## config.mk

```make
export PLATFORM = sky130hd
export DESIGN_NAME = mcft_queue
export DESIGN_NICKNAME = d
export VERILOG_FILES = /design/src/rtl/mcft_pkg.sv /design/src/rtl/mcft_queue.sv
export SDC_FILE = /design/constraint.sdc
export NUM_CORES = 1
export LEC_CHECK = 0
export BUFFER_PORTS_ARGS = -buffer_cell sky130_fd_sc_hd__buf_2
export CAP_MARGIN = 20
export CORE_AREA = 3 3 242 244
export DETAILED_ROUTE_END_ITERATION = 10
export DIE_AREA = 0 0 245 247
export GPL_TIMING_DRIVEN = 0
export HOLD_SLACK_MARGIN = 0.1
export SLEW_MARGIN = 5
export SYNTH_ARGS = -nofsm -noshare
export SYNTH_HDL_FRONTEND = slang
export SYNTH_SLANG_ARGS = --single-unit
```

## constraint.sdc

```tcl
create_clock -name clk -period 23.2 [get_ports clk]
set_input_delay 0 -clock clk [delete_from_list [all_inputs] [get_ports clk]]
set_output_delay 0 -clock clk [all_outputs]
set_load 0.005 [all_outputs]
```

## src/rtl/mcft_pkg.sv

```systemverilog
// Shared types and constants of the M1 closure flux tensor core.
package mcft_pkg;

    localparam int DIMS      = 3;
    localparam int DIMS_USED = (DIMS < 1) ? 1 : ((DIMS > 3) ? 3 : DIMS);
    localparam logic [1:0] LAST_ROW = 2'(DIMS_USED - 1);

    localparam logic [30:0] ONE_Q30 = 31'h4000_0000;
    localparam int QDEPTH = 2;

    localparam int CFG_IDX_W = 1;
    localparam logic [CFG_IDX_W-1:0] REG_LIGHT_SPEED   = 1'b0;
    localparam logic [CFG_IDX_W-1:0] REG_SMALL_DENSITY = 1'b1;

    typedef struct packed {
        logic signed [31:0] photon_density;
        logic signed [31:0] flux_x;
        logic signed [31:0] flux_y;
        logic signed [31:0] flux_z;
    } in_t;

    typedef struct packed {
        logic [1:0]         row_dim;
        logic signed [31:0] flux_along;
        logic signed [31:0] pressure_x;
        logic signed [31:0] pressure_y;
        logic signed [31:0] pressure_z;
        logic               last_row;
    } out_t;

    typedef struct packed {
        logic [30:0]      dens;
        logic             iso;
        logic [2:0][31:0] flux;
        logic [2:0][31:0] mag;
    } cell_t;

    typedef struct packed {
        logic full;
        logic valid;
    } qstat_t;

endpackage

```

## src/rtl/mcft_queue.sv

```systemverilog
// Two-entry cell queue between front and back end.
module mcft_queue (
    input  logic             clk,
    input  logic             rst_n,
    input  logic             push,
    input  mcft_pkg::cell_t  wdata,
    input  logic             pop,
    output mcft_pkg::cell_t  rdata,
    output mcft_pkg::qstat_t stat
);
    import mcft_pkg::*;

    cell_t      mem_reg [QDEPTH];
    logic       wr_ptr_reg, wr_ptr_next;
    logic       rd_ptr_reg, rd_ptr_next;
    logic [1:0] count_reg, count_next;

    always_comb
    begin
        wr_ptr_next = push ? ~wr_ptr_reg : wr_ptr_reg;
        rd_ptr_next = pop ? ~rd_ptr_reg : rd_ptr_reg;
        count_next  = count_reg + {1'b0, push} - {1'b0, pop};
    end

    always_ff @(posedge clk or negedge rst_n)
    begin
        if (!rst_n)
        begin
            wr_ptr_reg <= 1'b0;
            rd_ptr_reg <= 1'b0;
            count_reg  <= '0;
        end
        else
        begin
            wr_ptr_reg <= wr_ptr_next;
            rd_ptr_reg <= rd_ptr_next;
            count_reg  <= count_next;
        end
    end

    always_ff @(posedge clk)
    begin
        if (push)
        begin
            mem_reg[wr_ptr_reg] <= wdata;
        end
    end

    assign rdata      = mem_reg[rd_ptr_reg];
    assign stat.full  = (count_reg == 2'(QDEPTH));
    assign stat.valid = (count_reg != 2'd0);
endmodule

```

# Word-level counts from Yosys, hierarchy flattened
# Memories as Yosys holds them, arrays and structs flattened.
# Index checks and enable logic that the tools add are counted.
dict set report word_totals {
  register_bits 4
  mem_bits_rw 448
  inputBits 228
  output_inout_bits 226
  wordCells 12
  memories 1
}
dict set report classes {
  add_sub_neg 2
  eq_ne 1
  mux 2
  bitwise_logic 2
  reduce_logical 1
}
# name words width read_ports rd_ports_with_merged_regs wr line
set memory_table {}
lappend memory_table {mem_reg 2 224 1 0 1 mcft_queue.sv:13} ;# cell_t mem_reg [QDEPTH];
# op n
set ops {}
lappend ops {{$add A2 B1 Y2} 1}
lappend ops {{$eq A2 B2 Y1 const B} 1}
lappend ops {{$mux W1} 2}
lappend ops {{$not A1 Y1} 2}
lappend ops {{$reduce_bool A2 Y1} 1}
lappend ops {{$sub A2 B1 Y2} 1}

# Logic depth before layout (Yosys ltp)
dict set report depth {
  word_depth 2
  ltp_mapped 5
  ltp_nobuf 5
}

# Worst setup path before layout
# No wires, ideal clock.
dict set report synth_timing {
  path_kind {register to register}
  startpoint {register wr_ptr_reg}
  endpoint {memory mem_reg[0][0] (netlist bit) (enable)}
  setup_time_ps 839
  arrival_time_ps 10275
  required_time_ps 22361
  slack_ps 12086
  path_stages_with_launch 2
  path_buffers 0
  period_less_slack_ps 11114
  path_cell_list {dfrtp_1 nor2b_1}
}
# element line
set synth_lines {}
lappend synth_lines {{start, declared} mcft_queue.sv:14} ;# logic wr_ptr_reg, wr_ptr_next;
lappend synth_lines {{start signal, assigned} mcft_queue.sv:35} ;# wr_ptr_reg <= wr_ptr_next;
lappend synth_lines {{end, declared} mcft_queue.sv:13}
# No word-level cell before the write port.

# Worst setup path in the final report
dict set report layout_timing {
  startpoint {register wr_ptr_reg}
  endpoint {memory mem_reg[0][213] (netlist bit) (enable)}
}
# No word-level cell before the write port.

==> key figures <==
Critical path
  • Worst setup EP type: register
  • Reg2Reg Launch Point: wr_ptr_reg
  • Critical path data arrival time: roughly 2.3 ns
  • Delay of the slowest cell on the worst path: between 0.5 and 0.6 ns
  • Crit path cell chain: nor2b_4, buf_12, buf_12, buf_12
  • Critical-path maximum fanout: 29
  • Critical path buffer and inverter count: 3
  • Cell mode on critical path: sky130_fd_sc_hd__buf_12
  • Critical path start-end classification: register to register
  • Setup slack, reg-to-reg: approximately 21 ns
  • Worst r2r path cells: 4
  • Required time reported for the critical path endpoint: between 20 and 25 ns
  • Largest delay contributor family on the critical path: buffers and inverters
  • Slowest cell on the critical path: sky130_fd_sc_hd__nor2b_4
  • Worst reg2reg endpoint: mem_reg[0][213]
  • Crit start category: register

Clock network
  • CTS H-Tree Depth: 2
  • TritonCTS Buffers: 48
  • CTS sink count: 452
  • Master cell of the clock root buffer: sky130_fd_sc_hd__clkbuf_16
  • Clock transition at the register clock pins on the worst setup and hold paths after CTS: around 0.06 ns
  • Post-CTS Setup Repair Bufs: 0
  • Buffers from clock root to sink, at most: 3
  • CTS tree: done
  • Post-CTS Resized: 0
  • Clock network latency to the later pin of the worst-skew pair: about 0.56 ns

Status
  • Outcome: complete, no violations

Layout
  • Layout cells sized above 1: roughly 53%
  • Number of inserted filler cells in the final layout: 4932
  • Number of cells in the finished layout apart from fillers: between 2000 and 2500
  • Area growth, synth to finish: 43.46%
  • Sequential cell area in the final layout: approximately 14000 um^2
  • Diode count: 0
  • Final core utilization: a little over two fifths
  • Area taken by multi-input logic gates: 3187 um^2
  • Nets: between 1500 and 2000
  • Max FFs per register: ~450

Yosys
  • Synthesized instance count: 712
  • Netlist area before placement: between 15000 and 20000 um^2
  • Most numerous cell in the Yosys netlist: sky130_fd_sc_hd__edfxtp_1
  • Leading register cell type out of synthesis: sky130_fd_sc_hd__edfxtp_1
  • Share of the synthesized area in the top cell type: between 70 and 80%
  • Top cells by instance count after synthesis: sky130_fd_sc_hd__edfxtp_1, sky130_fd_sc_hd__mux2_4, sky130_fd_sc_hd__mux2_2, sky130_fd_sc_hd__buf_6, sky130_fd_sc_hd__buf_2
  • Average cell area after synthesis: ~24 um^2
  • Warning count from the yosys run: 0
  • Library cell with the largest summed area after synthesis: sky130_fd_sc_hd__edfxtp_1
  • Post-synth EDFFs: roughly 450
  • Fraction of the yosys area taken by sequential cells: between 70 and 80%
  • Share of flip-flops with an asynchronous set or reset after synthesis: less than 1%
  • Post-synth cell types: 13
  • Ranking of synthesized cells by area: sky130_fd_sc_hd__edfxtp_1, sky130_fd_sc_hd__mux2_4, sky130_fd_sc_hd__mux2_2
  • Flip-flop and latch count after synthesis: roughly 450
  • Nets in the synthesized netlist: ~940

Placed design
  • HPWL after detailed placement: between 20000 and 30000 um
  • Placed Cells incl. Taps: a little under 2000
  • GPL Wtd Cong: between 0.7 and 0.8
  • PortBufs: 453

Detailed routing
  • Length of the first detailed-routing pass in iterations: 5
  • Post-route antenna net violation count: 0
  • Total via count in the routed design: between 9000 and 10000
  • Routed Wire Length: between 40000 and 50000 um
  • Total length of routed met2 wires: about 21000 um
  • DRC violations left: 0
  • Wire length on met3: ~3000 um
  • Iteration-0 DRC Markers: approximately 300
  • Wire per inst: around 18 um
  • Post-DR vias/cell: 4.182
  • Uppermost layer routed: met5
  • Met1 WL: approximately 15000 um

STA
  • Fin. Hold Viols: 0
  • Least-Margin Pin Slew: between 0.6 and 0.7 ns
  • Remaining max-slew budget at the tightest pin: between 50% and 60%
  • Final critical path time including I/O delays and setup: between 2 and 2.5 ns
  • Final Slew Violations: 0
  • Final setup violation count: 0
  • Setup Total Neg Slack: 0 ns
  • Final clock skew: 0.008041 ns
  • Final period util: a little under 9%
  • RSZ-0062 raised after global routing: no
  • Maximum clock rate: between 0.4 and 0.5 GHz

Floorplan
  • Effective utilization at floorplan: 30.05%
  • Die X: 245 um
  • Die span in y: roughly 250 um
  • I/O pin total: roughly 450
  • Total Die Area: 60520 um^2
  • Site Rows: 87
  • Core box area: 56500 um^2

Power
  • Maximum VDD drop: ~0.072 mV
  • Power density of the placed cells: about 110 nW/um^2
  • Static leakage: around 9.6 nW

Min path
  • End point of the most critical hold path: mem_reg[0][103]
  • Number of cells on the worst hold path: 2
  • Start point of the worst hold path: wdata[103]
  • Worst min-delay path class: primary input to register

Global routing
  • Maximum number of pins on one net before global-route repair: 51
  • GRT overflow: 0
  • Combined global-route utilization of all metal layers: between 10% and 20%
  • First-pass GRT wire length: roughly 60000 um
  • Vias in the first global route: between 10000 and 15000
  • Antenna violations before repair: 2

Flow run
  • Max-Cap Viols: 0
[through the flow]
step	hold slack, ns	worst slack, ns	instance area [um^2]	total power [mW]
global route	0.1332	20.98	24350	2.860
CTS	0.1074	21.06	24350	2.774
global placement	-0.1941	5.501	20190	2.020
detailed placement	-0.1867	21.09	20520	1.973
floorplan	-0.2956	12.09	16980	1.664
finish	0.1606	21.13	24350	2.724
[cells by family (layout without fill, tap and decap cells)]
| logic type | count (synthesis) | count (layout) | synth area share [%] |
|---|---|---|---|
| buffers and inverters | 27 | 809 | 1.445 |
| multiplexers | 224 | 224 | 18.18 |
| XOR/XNOR | 3 | 3 | 0.2432 |
| adder cells (fa/ha/maj) | 2 | 2 | 0.1474 |
| flip-flops | 452 | 452 | 79.84 |
| AND/OR/NAND/NOR | 4 | 4 | 0.1475 |
[cell type report]
class	count	share of cell area, %
buffer	25	0.9762
clock buffer	54	5.112
sequential	452	55.65
timing repair buffer	695	19.99
tap	756	3.884
multi-input combinational	233	13.09
clock inverter	33	1.269
inverter	2	0.03083
[worst reg2reg max path, cell delays in order, from the launching register on]
cell,delay (ns)
sky130_fd_sc_hd__dfrtp_1,0.42
sky130_fd_sc_hd__nor2b_4,0.52
sky130_fd_sc_hd__buf_12,0.29
sky130_fd_sc_hd__buf_12,0.26
sky130_fd_sc_hd__buf_12,0.24
[worst max-delay path by stage]
stage,startpoint,to,slack (ns),cells past startpoint
finish,wr_ptr_reg,mem_reg[0][213],21.13,4
floorplan,wr_ptr_reg,mem_reg[0][0],12.09,1
detailed placement,wr_ptr_reg,mem_reg[0][191],21.09,4
global placement,wr_ptr_reg,mem_reg[0][212],5.50,1
global route,wr_ptr_reg,mem_reg[0][211],20.98,4
CTS,rd_ptr_reg,rdata[147],21.06,5
[layout by cell type (no fill, tap or decap), types with 6 or more instances in the layout]
| cell type | count |
|---|---|
| sky130_fd_sc_hd__mux2_4 | 150 |
| sky130_fd_sc_hd__buf_12 | 9 |
| sky130_fd_sc_hd__mux2_2 | 74 |
| sky130_fd_sc_hd__edfxtp_1 | 448 |
| sky130_fd_sc_hd__buf_2 | 460 |
| sky130_fd_sc_hd__clkinv_1 | 12 |
| sky130_fd_sc_hd__bufinv_16 | 6 |
| sky130_fd_sc_hd__clkinv_2 | 12 |
| sky130_fd_sc_hd__dlygate4sd3_1 | 228 |
| sky130_fd_sc_hd__buf_6 | 18 |
| sky130_fd_sc_hd__clkbuf_16 | 49 |
[layer usage]
metal	vias up	GRT usage (%)
met4	4	4.741
li1	4345	-
met3	78	4.283
met5	-	0
met1	4666	14.17
met2	317	23.06
[timing repair]
item | 4_1_cts | 5_1_grt
endpoints found under the setup margin | 0 | 0
hold endpoints to repair | 482 | 0
hold buffers | 228 | 0
[where the power goes]
| part | switching (mW) | internal, mW |
|---|---|---|
| sequential | 0.0343 | 1.08 |
| combinational | 0.396 | 0.457 |
| clock | 0.305 | 0.451 |
| total | 0.735 | 1.99 |
(Power assumes the default switching activity.)
