### src/rtl/mcft_pkg.sv
// Shared types and constants of the M1 closure flux tensor core.
package mcft_pkg;

    localparam int DIMS      = 3;
    localparam int DIMS_USED = (DIMS < 1) ? 1 : ((DIMS > 3) ? 3 : DIMS);
    localparam logic [1:0] LAST_ROW = 2'(DIMS_USED - 1);

    localparam logic [30:0] ONE_Q30 = 31'h4000_0000;
    localparam int QDEPTH = 2;

    localparam int CFG_IDX_W = 1;
    localparam logic [CFG_IDX_W-1:0] REG_LIGHT_SPEED   = 1'b0;
    localparam logic [CFG_IDX_W-1:0] REG_SMALL_DENSITY = 1'b1;

    typedef struct packed {
        logic signed [31:0] photon_density;
        logic signed [31:0] flux_x;
        logic signed [31:0] flux_y;
        logic signed [31:0] flux_z;
    } in_t;

    typedef struct packed {
        logic [1:0]         row_dim;
        logic signed [31:0] flux_along;
        logic signed [31:0] pressure_x;
        logic signed [31:0] pressure_y;
        logic signed [31:0] pressure_z;
        logic               last_row;
    } out_t;

    typedef struct packed {
        logic [30:0]      dens;
        logic             iso;
        logic [2:0][31:0] flux;
        logic [2:0][31:0] mag;
    } cell_t;

    typedef struct packed {
        logic full;
        logic valid;
    } qstat_t;

endpackage

### src/rtl/mcft_front.sv
// Front end: density floor, branch classification, dimension masking, magnitudes.
module mcft_front (
    input  mcft_pkg::in_t   voxel,
    input  logic [30:0]     small_density,
    output mcft_pkg::cell_t entry
);
    import mcft_pkg::*;

    logic [2:0][31:0] raw;
    logic [30:0]      dens;

    always_comb
    begin
        raw[0] = voxel.flux_x;
        raw[1] = voxel.flux_y;
        raw[2] = voxel.flux_z;
        dens   = voxel.photon_density[31] ? small_density : voxel.photon_density[30:0];
        entry.dens = dens;
        entry.iso  = !(dens > small_density);
        for (int d = 0; d < 3; d++)
        begin
            if (d < DIMS_USED)
            begin
                entry.flux[d] = raw[d];
                entry.mag[d]  = raw[d][31] ? (32'd0 - raw[d]) : raw[d];
            end
            else
            begin
                entry.flux[d] = '0;
                entry.mag[d]  = '0;
            end
        end
    end
endmodule

### config.mk
export PLATFORM = sky130hd
export DESIGN_NAME = mcft_front
export DESIGN_NICKNAME = d
export VERILOG_FILES = /design/src/rtl/mcft_pkg.sv /design/src/rtl/mcft_front.sv
export SDC_FILE = /design/constraint.sdc
export NUM_CORES = 1
export LEC_CHECK = 0
export ABC_AREA = 1
export BUFFER_PORTS_ARGS = -buffer_cell sky130_fd_sc_hd__buf_2
export CAP_MARGIN = 25
export CORE_AREA = 2 2 147 149
export DETAILED_ROUTE_END_ITERATION = 12
export DIE_AREA = 0 0 149 151
export PLACE_DENSITY = 0.65
export SLEW_MARGIN = 20
export SYNTH_ARGS = -nofsm -noshare
export SYNTH_HDL_FRONTEND = slang
export SYNTH_SLANG_ARGS = --single-unit
### constraint.sdc
create_clock -name vclk -period 1.6
set_input_delay 0.08 -clock vclk [all_inputs]
set_output_delay 0.08 -clock vclk [all_outputs]
set_load 0.05 [all_outputs]
# ---- After elaboration in Yosys (flattened, before gate mapping)
# Cells that the tools add are included.
dict set report classes {
  mux 4
  n_addsub 3
  magnitude_cmp 1
  n_reduce_logical 1
}
# operator n
set ops {}
lappend ops {{two-way mux 32 bit} 3}
lappend ops {{subtractor 1 x 32 -> 32 bit, first input constant} 3}
lappend ops {{> comparator 31 bit} 1}
lappend ops {{two-way mux 31 bit} 1}
lappend ops {{zero test 1 bit} 1}
dict set report totals {
  inputBits 159
  elab_cells 9
  reg_bits 0
}

# ---- Logic depth before layout (Yosys ltp)
# Gate-level depths: netlist of the first run.
dict set report depth {
  ltp_word 3
  ltp_mapped 14
}

# ---- Worst setup path after synthesis of the first run
# No wires, ideal clock.
dict set report synth_path {
  kind {input to output}
  from {in voxel[127] (netlist name)}
  to {out entry[192] (netlist name)}
  arrival_ns 2.660
  n_path_buf 2
  cell_stages 14
  slack_ns -1.140
  required_time_ns 1.520
  path_cell_list {clkbuf_1 -> clkbuf_1 -> nor2_1 -> a21oi_1 -> ha_1 -> nand2_1 -> inv_1 -> a21oi_1 -> nand2_1 -> nand2_1 -> nand2_1 -> nand2_1 -> nand2_1 -> nand2_1}
}
# element line_no
set synth_rtl {}
lappend synth_rtl {{from (decl)} mcft_front.sv:3} ;# input mcft_pkg::in_t voxel,
lappend synth_rtl {{to (decl)} mcft_front.sv:5} ;# output mcft_pkg::cell_t entry

==> reports/metrics.sh, run 1 <==
END_KIND='output port'
DETAILEDROUTE.FIRSTPASSITERATIONCOUNT=5
POST_SYNTH_NUM_CELL_TYPES=32
SYNTH_LARGEST_AREA_CELL='nand2_1'
DIE_H_UM=151
TIMING.FINAL.WS_SETUP_PS=-142
DETAILEDPLACE.WORSTSLACK_PS=-385
VIOLATIONS='negative setup slack'
SYNTH_TOP_AREA_SHARE_PCT=19.1
HOLDCRITPATHCLASS='input port to output port'
SEQUENTIAL_CELL_AREA_UM2=0
DRC=0
ANTENNADIODECOUNT=0
FINAL_NETS=1497
REPORT.FINAL.SLEW_VIOL_COUNT=0
STARTPOINT_TYPE='input port'
GLOBAL_ROUTE_TOTAL_USAGE_ACROSS_EVERY_LAYER_PCT=18.9
VIA_PER_INST=4.49
WORSTPATHARRIVAL_PS=1660
STATUS='finished with violations'
NUM-CLOCK-BUFFERS=0
GRT_MAX_DEGREE=30
SYNTHTOPCELLSBYAREA='nand2_1, buf_4, nor2_1'
SYNTHESIS_WARNING_TOTAL=0
TIMING.MAX_CAP.VIOLATIONS=0
GRTUSAGEMET1_PCT=22.2
CP_MAX_FO=7
VIAS=7083
HOLD_PATH_STARTPOINT='voxel[1]'
INITIAL_CORE_UTIL_PCT=24.1
YOSYS.CELL_COUNT.TOP_TYPE='nand2_1'
PLACE_CONGESTION=0.894
TIMING.SETUP.CRITICAL_PATH_CLASS='input port to output port'
WORSTMARGINPINSLEW_PS=487
HOLD_VIOL=0
ANTENNA_FOUND_INITIAL=0
DIE-AREA_MM2=0.0225
VIAS_IN_THE_FIRST_GLOBAL_ROUTE=6617
AVGSYNTHCELLAREA_UM2=5.35
POSTSYNTHNETCOUNT=1132
SLEW_HEADROOM_PCT=67.5
TOP_LEVEL_PORTS=383
DRT-WIRELENGTH-PER-CELL_UM=15.0
HOLD_PATH_END='entry[161]'
PERIOD_NEEDED_PS=1740
TIMING.FINAL.SETUP_VIOLATIONS=1
GROUTE.LAYER.MET2.USAGE_PCT=37.4
FLOORPLAN.CORE_AREA_MM2=0.0208
FINAL_ANTENNA_NET_COUNT=0
IR_DROP_WORST_VDD_V=0.000309
WIRE_LENGTH_OF_THE_FIRST_GLOBAL_ROUTING_PASS_MM=33.8
ROWS=53
DRTITER0DRC=296
DIE_X_UM=149
CRITPATHREQUIREDTIME_PS=1520
GRT_SETUP_UNREPAIRED='true'
CELLPOWERDENSITY_mW_PER_MM2=466
TIMING.FMAX_MHz=574
HOLD_SLACK_PS=470
DRIVE_GT1_SHARE_PCT=49.3
BUFFER_PORTS.INSERTED=383
SYNTH.CELLS.MOST_FREQUENT='nand2_1, nor2_1, inv_1, buf_4, a21oi_1'
HALF_PERIMETER_WIRE_LENGTH_OF_THE_DETAILED_PLACEMENT_RESULT_MM=20.5
GRT_OVERFLOW_TOTAL=0
POST_SYNTH_INSTANCE_AREA_MM2=0.00502
CRITICAL_PATH.MAX_STAGE_DELAY_PS=290
LAYOUT-AREA-OVERHEAD-VS-SYNTH_PCT=68.0
SYNTH_SEQUENTIAL_AREA_RATIO_PCT=0
P_LEAK_nW=4.50
POSTSYNTHCELLCOUNT=939
TIMING.HOLD.WORST_PATH_DEPTH=2
GRT.BUSIEST_LAYER='met2'
TIMING.CRITICAL_PATH.SLOWEST_STAGE_CELL='ha_1'
POSTROUTEWIRELENGTH_MM=23.7
LAYOUT.SEQUENTIAL_CELLS=0
FIN_CRIT_SH_PCT=109
GRTUSAGEMET3_PCT=1.90
CRIT_CHAIN='buf_12 -> buf_12 -> nor2_1 -> a21oi_4 -> ha_1 -> nand2_1 -> buf_4 -> nor3_2 -> nand2_1 -> nand2_2 -> nand2_4 -> buf_8'
[kinds of logic after synthesis]
| kind of cell | share of synthesized area (%) |
|---|---|
| xor gates and xnor gates | 9.77 |
| adders and majority gates | 8.47 |
| AOI/OAI and AO/OA | 10.7 |
| and+or+nand+nor | 45.4 |
| buffers and inverters | 25.6 |
[cell type report]
| cell class | count | area [µm²] |
|---|---|---|
| fill | 2232 | 12400 |
| multi-input combinational | 699 | 4640 |
| timing repair buffer | 481 | 2990 |
| inverter | 122 | 458 |
| tap | 275 | 344 |
[where the power goes]
part / internal (mW) / total, mW / switching, mW
Combinational: 1.20 / 3.93 / 2.73
Sequential: 0 / 0 / 0
Clock: 0 / 0 / 0
Total: 1.20 / 3.93 / 2.73
[cell usage in the layout, fill, tap and decap left out, types with 7 or more instances in the layout]
master / instances
nand2_2: 14
ha_4: 19
nor2_1: 116
xnor2_1: 21
nor2_2: 26
nand2_4: 9
ha_1: 14
buf_2: 349
a21oi_4: 30
xor2_1: 28
inv_1: 113
o21ai_0: 21
clkbuf_4: 8
buf_6: 11
buf_12: 13
a21oi_1: 11
o21ai_1: 11
xor2_2: 7
inv_2: 9
buf_4: 96
nand3_1: 39
nand4_1: 30
nand2_1: 240
nor2_4: 26
[per-stage QoR]
stage | area, µm² | setup TNS [ps] | std cells | total power, mW | util (%)
3_5_place_dp | 7710 | -591 | 1564 | 3.68 | 37.1
2_1_floorplan | 5620 | -196 | 939 | 2.67 | -
3_3_place_gp | 7710 | -577 | 1564 | 3.66 | 37.1
6_report | 8440 | -142 | 1577 | 3.93 | 40.5
4_1_cts | 8000 | -179 | 1572 | 3.79 | 38.4
5_1_grt | 8440 | -269 | 1577 | 4.17 | 40.5
[what timing repair did]
item | CTS | global route
setup endpoints to repair | 12 | 41
hold buffers | 0 | 0
resized for setup | 49 | 104
cloned | 1 | 1
setup buffers | 7 | 4
hold endpoints to repair | 0 | 0
pin swaps | 8 | 27
[routing by layer]
| layer | share of wire (%) | wire [µm] |
|---|---|---|
| met5 | 0 | 0 |
| met4 | 1.8 | 417 |
| met3 | 6.7 | 1590 |
| met2 | 53 | 12500 |
| met1 | 39 | 9170 |
[worst max-delay path, delay by kind of cell]
kind | cells | cell delay, ps
adder cells (fa/ha/maj) | 1 | 290
AO/OA/AOI/OAI | 1 | 60
buffers and inverters | 4 | 560
AND/OR/NAND/NOR | 6 | 660
[worst max-delay path by stage]
stage / startpoint / cells past startpoint / slack, ps / endpoint
after global routing: voxel[127] / 15 / -250 / entry[192]
after floorplan: voxel[127] / 10 / -200 / entry[192]
after CTS: voxel[127] / 12 / -180 / entry[192]
after global placement: voxel[127] / 12 / -360 / entry[192]
after detailed placement: voxel[127] / 12 / -380 / entry[192]
final: voxel[127] / 12 / -140 / entry[192]
(Power assumes the default switching activity.)
==> run 2: changes to the inputs <==
--- a/config.mk
+++ b/config.mk
@@ -11,7 +11,7 @@
 export CORE_AREA = 2 2 147 149
 export DETAILED_ROUTE_END_ITERATION = 12
 export DIE_AREA = 0 0 149 151
-export PLACE_DENSITY = 0.65
+export PLACE_DENSITY = 0.55
 export SLEW_MARGIN = 20
 export SYNTH_ARGS = -nofsm -noshare
 export SYNTH_HDL_FRONTEND = slang
==> run 2 against run 1 <==
The run still ends with negative setup slack left; non-clock buffer count shrank 14; wire length shrank 1.5%; cell area shrank 1.8%; critical path depth grew 3; sequential cell count is the same; worst hold slack gained 2.0 ps; clock-buffer cell count is the same; die area is the same; core utilization shrank 0.72 points.
==> reports/metrics.sh, run 2 (synthesized netlist as in run 1, its figures left out) <==
STATUS='finished with violations'  # unchanged
VIOLATIONS='negative setup slack'  # unchanged
DETAILEDPLACE.WORSTSLACK_PS=-402  # was -385 ps
FINAL_NETS=1483  # was 1497
DIE-AREA_MM2=0.0225  # unchanged
DETAILEDROUTE.FIRSTPASSITERATIONCOUNT=4  # was 5
NUMPLACEDINSTANCES=1551  # was 1564
ROWS=53  # unchanged
DRT-WIRELENGTH-PER-CELL_UM=14.9  # was 15.0 µm
LAYOUT-AREA-OVERHEAD-VS-SYNTH_PCT=65.0  # was 68.0%
HOLD_VIOL=0  # unchanged
WORSTMARGINPINSLEW_PS=355  # was 487 ps
DIE_H_UM=151  # unchanged
NUM-CLOCK-BUFFERS=0  # unchanged
PERIOD_NEEDED_PS=1780  # was 1740 ps
FINAL_ANTENNA_NET_COUNT=0  # unchanged
REPORT.FINAL.SLEW_VIOL_COUNT=0  # unchanged
GRT_SETUP_UNREPAIRED='true'  # unchanged
PATH_COMMON_CELL='nand2_1'
POSTROUTEWIRELENGTH_MM=23.3  # was 23.7 mm
WORSTPATHARRIVAL_PS=1700  # was 1660 ps
P_LEAK_nW=4.41  # was 4.50 nW
ROUTE.MET3.WL_MM=1.49  # was 1.59 mm
GRT_MAX_DEGREE=32  # was 30
BUFFER_PORTS.INSERTED=383  # unchanged
CP_MAX_FO=7  # unchanged
MET1_LENGTH_MM=9.22  # was 9.17 mm
DRTITER0DRC=260  # was 296
SLEW_HEADROOM_PCT=76.1  # was 67.5%
FLOORPLAN.CORE_AREA_MM2=0.0208  # unchanged
HALF_PERIMETER_WIRE_LENGTH_OF_THE_DETAILED_PLACEMENT_RESULT_MM=20.3  # was 20.5 mm
VIAS_IN_THE_FIRST_GLOBAL_ROUTE=6405  # was 6617
CRIT_CHAIN='buf_16 -> buf_16 -> buf_12 -> a21oi_4 -> ha_1 -> nand2_2 -> inv_1 -> nand2_1 -> nand2_1 -> nand2_1 -> nand2_1 -> a21oi_2 -> nand2_2 -> nand2_4 -> buf_8'  # was buf_12 -> buf_12 -> nor2_1 -> a21oi_4 -> ha_1 -> nand2_1 -> buf_4 -> nor3_2 -> nand2_1 -> nand2_2 -> nand2_4 -> buf_8
FIN_CRIT_SH_PCT=111  # was 109%
STARTPOINT_TYPE='input port'  # unchanged
WIRE_LENGTH_OF_THE_FIRST_GLOBAL_ROUTING_PASS_MM=33.3  # was 33.8 mm
SETUP-TNS-FINAL_PS=-183  # was -142 ps
ANTENNA_FOUND_INITIAL=1  # was 0
CRITICAL_PATH.MAX_STAGE_DELAY_PS=250  # was 290 ps
INITIAL_CORE_UTIL_PCT=24.1  # unchanged
IR_DROP_WORST_VDD_V=0.000243  # was 0.000309 V
TIMING.CRITICAL_PATH.SLOWEST_STAGE_CELL='ha_1'  # unchanged
CELLPOWERDENSITY_mW_PER_MM2=465  # was 466 mW/mm²
FIN_TOTAL_PWR_mW=3.85  # was 3.93 mW
FINAL_CELL_COUNT_NO_FILL=1564  # was 1577
PLACE_CONGESTION=0.944  # was 0.894
TIMING.SETUP.CRITICAL_PATH_CLASS='input port to output port'  # unchanged
NUM-FILL-CELLS=2267  # was 2232
GLOBAL_ROUTE_TOTAL_USAGE_ACROSS_EVERY_LAYER_PCT=18.6  # was 18.9%
SEQUENTIAL_CELL_AREA_UM2=0  # unchanged
TIMING.FINAL.WS_SETUP_PS=-183  # was -142 ps
POSTCTSHOLDBUFS=0  # unchanged
COMMONEST_NON_FILL_NON_TAP_CELL_IN_THE_LAYOUT='buf_2'  # unchanged
TOP_LEVEL_PORTS=383  # unchanged
TIMING.FINAL.SETUP_VIOLATIONS=1  # unchanged
GRT_OVERFLOW_TOTAL=0  # unchanged
TIMING.MAX_CAP.VIOLATIONS=0  # unchanged
CRITPATHREQUIREDTIME_PS=1520  # about the same
DR_WL_MET2_MM=12.2  # was 12.5 mm
DRIVE_GT1_SHARE_PCT=49.2  # was 49.3%
HOLDCRITPATHCLASS='input port to output port'  # unchanged
LAYOUT.SEQUENTIAL_CELLS=0  # unchanged
DR.MAX_LAYER_USED='met4'  # unchanged
VIA_PER_INST=4.43  # was 4.49
TIMING.FMAX_MHz=561  # was 574 MHz
DIE_X_UM=149  # unchanged
VIAS=6930  # was 7083
DRC=0  # unchanged
MOSTFREQUENTLAYOUTCELLS='buf_2, nand2_1, inv_1'  # was buf_2, nand2_1, nor2_1
END_KIND='output port'  # unchanged
==> run 2: changes by cell type in the layout (fill, tap and decap cells not counted), sizes merged <==
cell	before	now
buf	472	456
clkbuf	9	11
diode	0	1
==> run 2: final timing paths <==
check | from | endpoint | slack, ps | cells after the start
min | voxel[1] | entry[161] | 470 | 2
max | voxel[127] | entry[192] | -180 | 15
==> run 2: final cells by class <==
class              count  area [µm²]  share of cell area [%]
inverters            122         458                    5.52
repair buffers       467        2860                    34.5
diodes                 1        2.50                  0.0302
multi-input cells    699        4620                    55.8
well taps            275         344                    4.15
==> run 2: worst max-delay path: cells and delay by family <==
kind                     cells  cell delay [ps]
buffers and inverters        5              630
AND/OR/NAND/NOR              7              460
AO/OA/AOI/OAI                2              260
adder cells (fa/ha/maj)      1              250
==> run 2: where the power goes <==
part	internal (mW)	switching (mW)	total [mW]
Clock	0.0000000836	0	0.0000000836
Sequential	0	0	0
Combinational	1.15	2.71	3.85
==> run 2: repair_timing <==
action | in CTS | in global routing
cloned | 3 | 1
pin swaps | 12 | 25
resized for setup | 53 | 89
endpoints found under the setup margin | 5 | 44
setup buffers | 2 | 6
==> run 2: metrics by stage <==
| step | instance area (µm²) | util (%) | hold slack [ps] |
|---|---|---|---|
| floorplan | 5620 | - | 327 |
| global placement | 7600 | 36.5 | 465 |
| detailed placement | 7600 | 36.5 | 467 |
| CTS | 7870 | 37.8 | 467 |
| global route | 8290 | 39.8 | 479 |
| finish | 8290 | 39.8 | 472 |
==> run 2: layer usage <==
metal | vias up | GRT usage (%)
met3 | 26 | 1.96
met1 | 3083 | 21.5
met5 | - | 0
met4 | 0 | 3.29
li1 | 3542 | -
met2 | 279 | 37.1
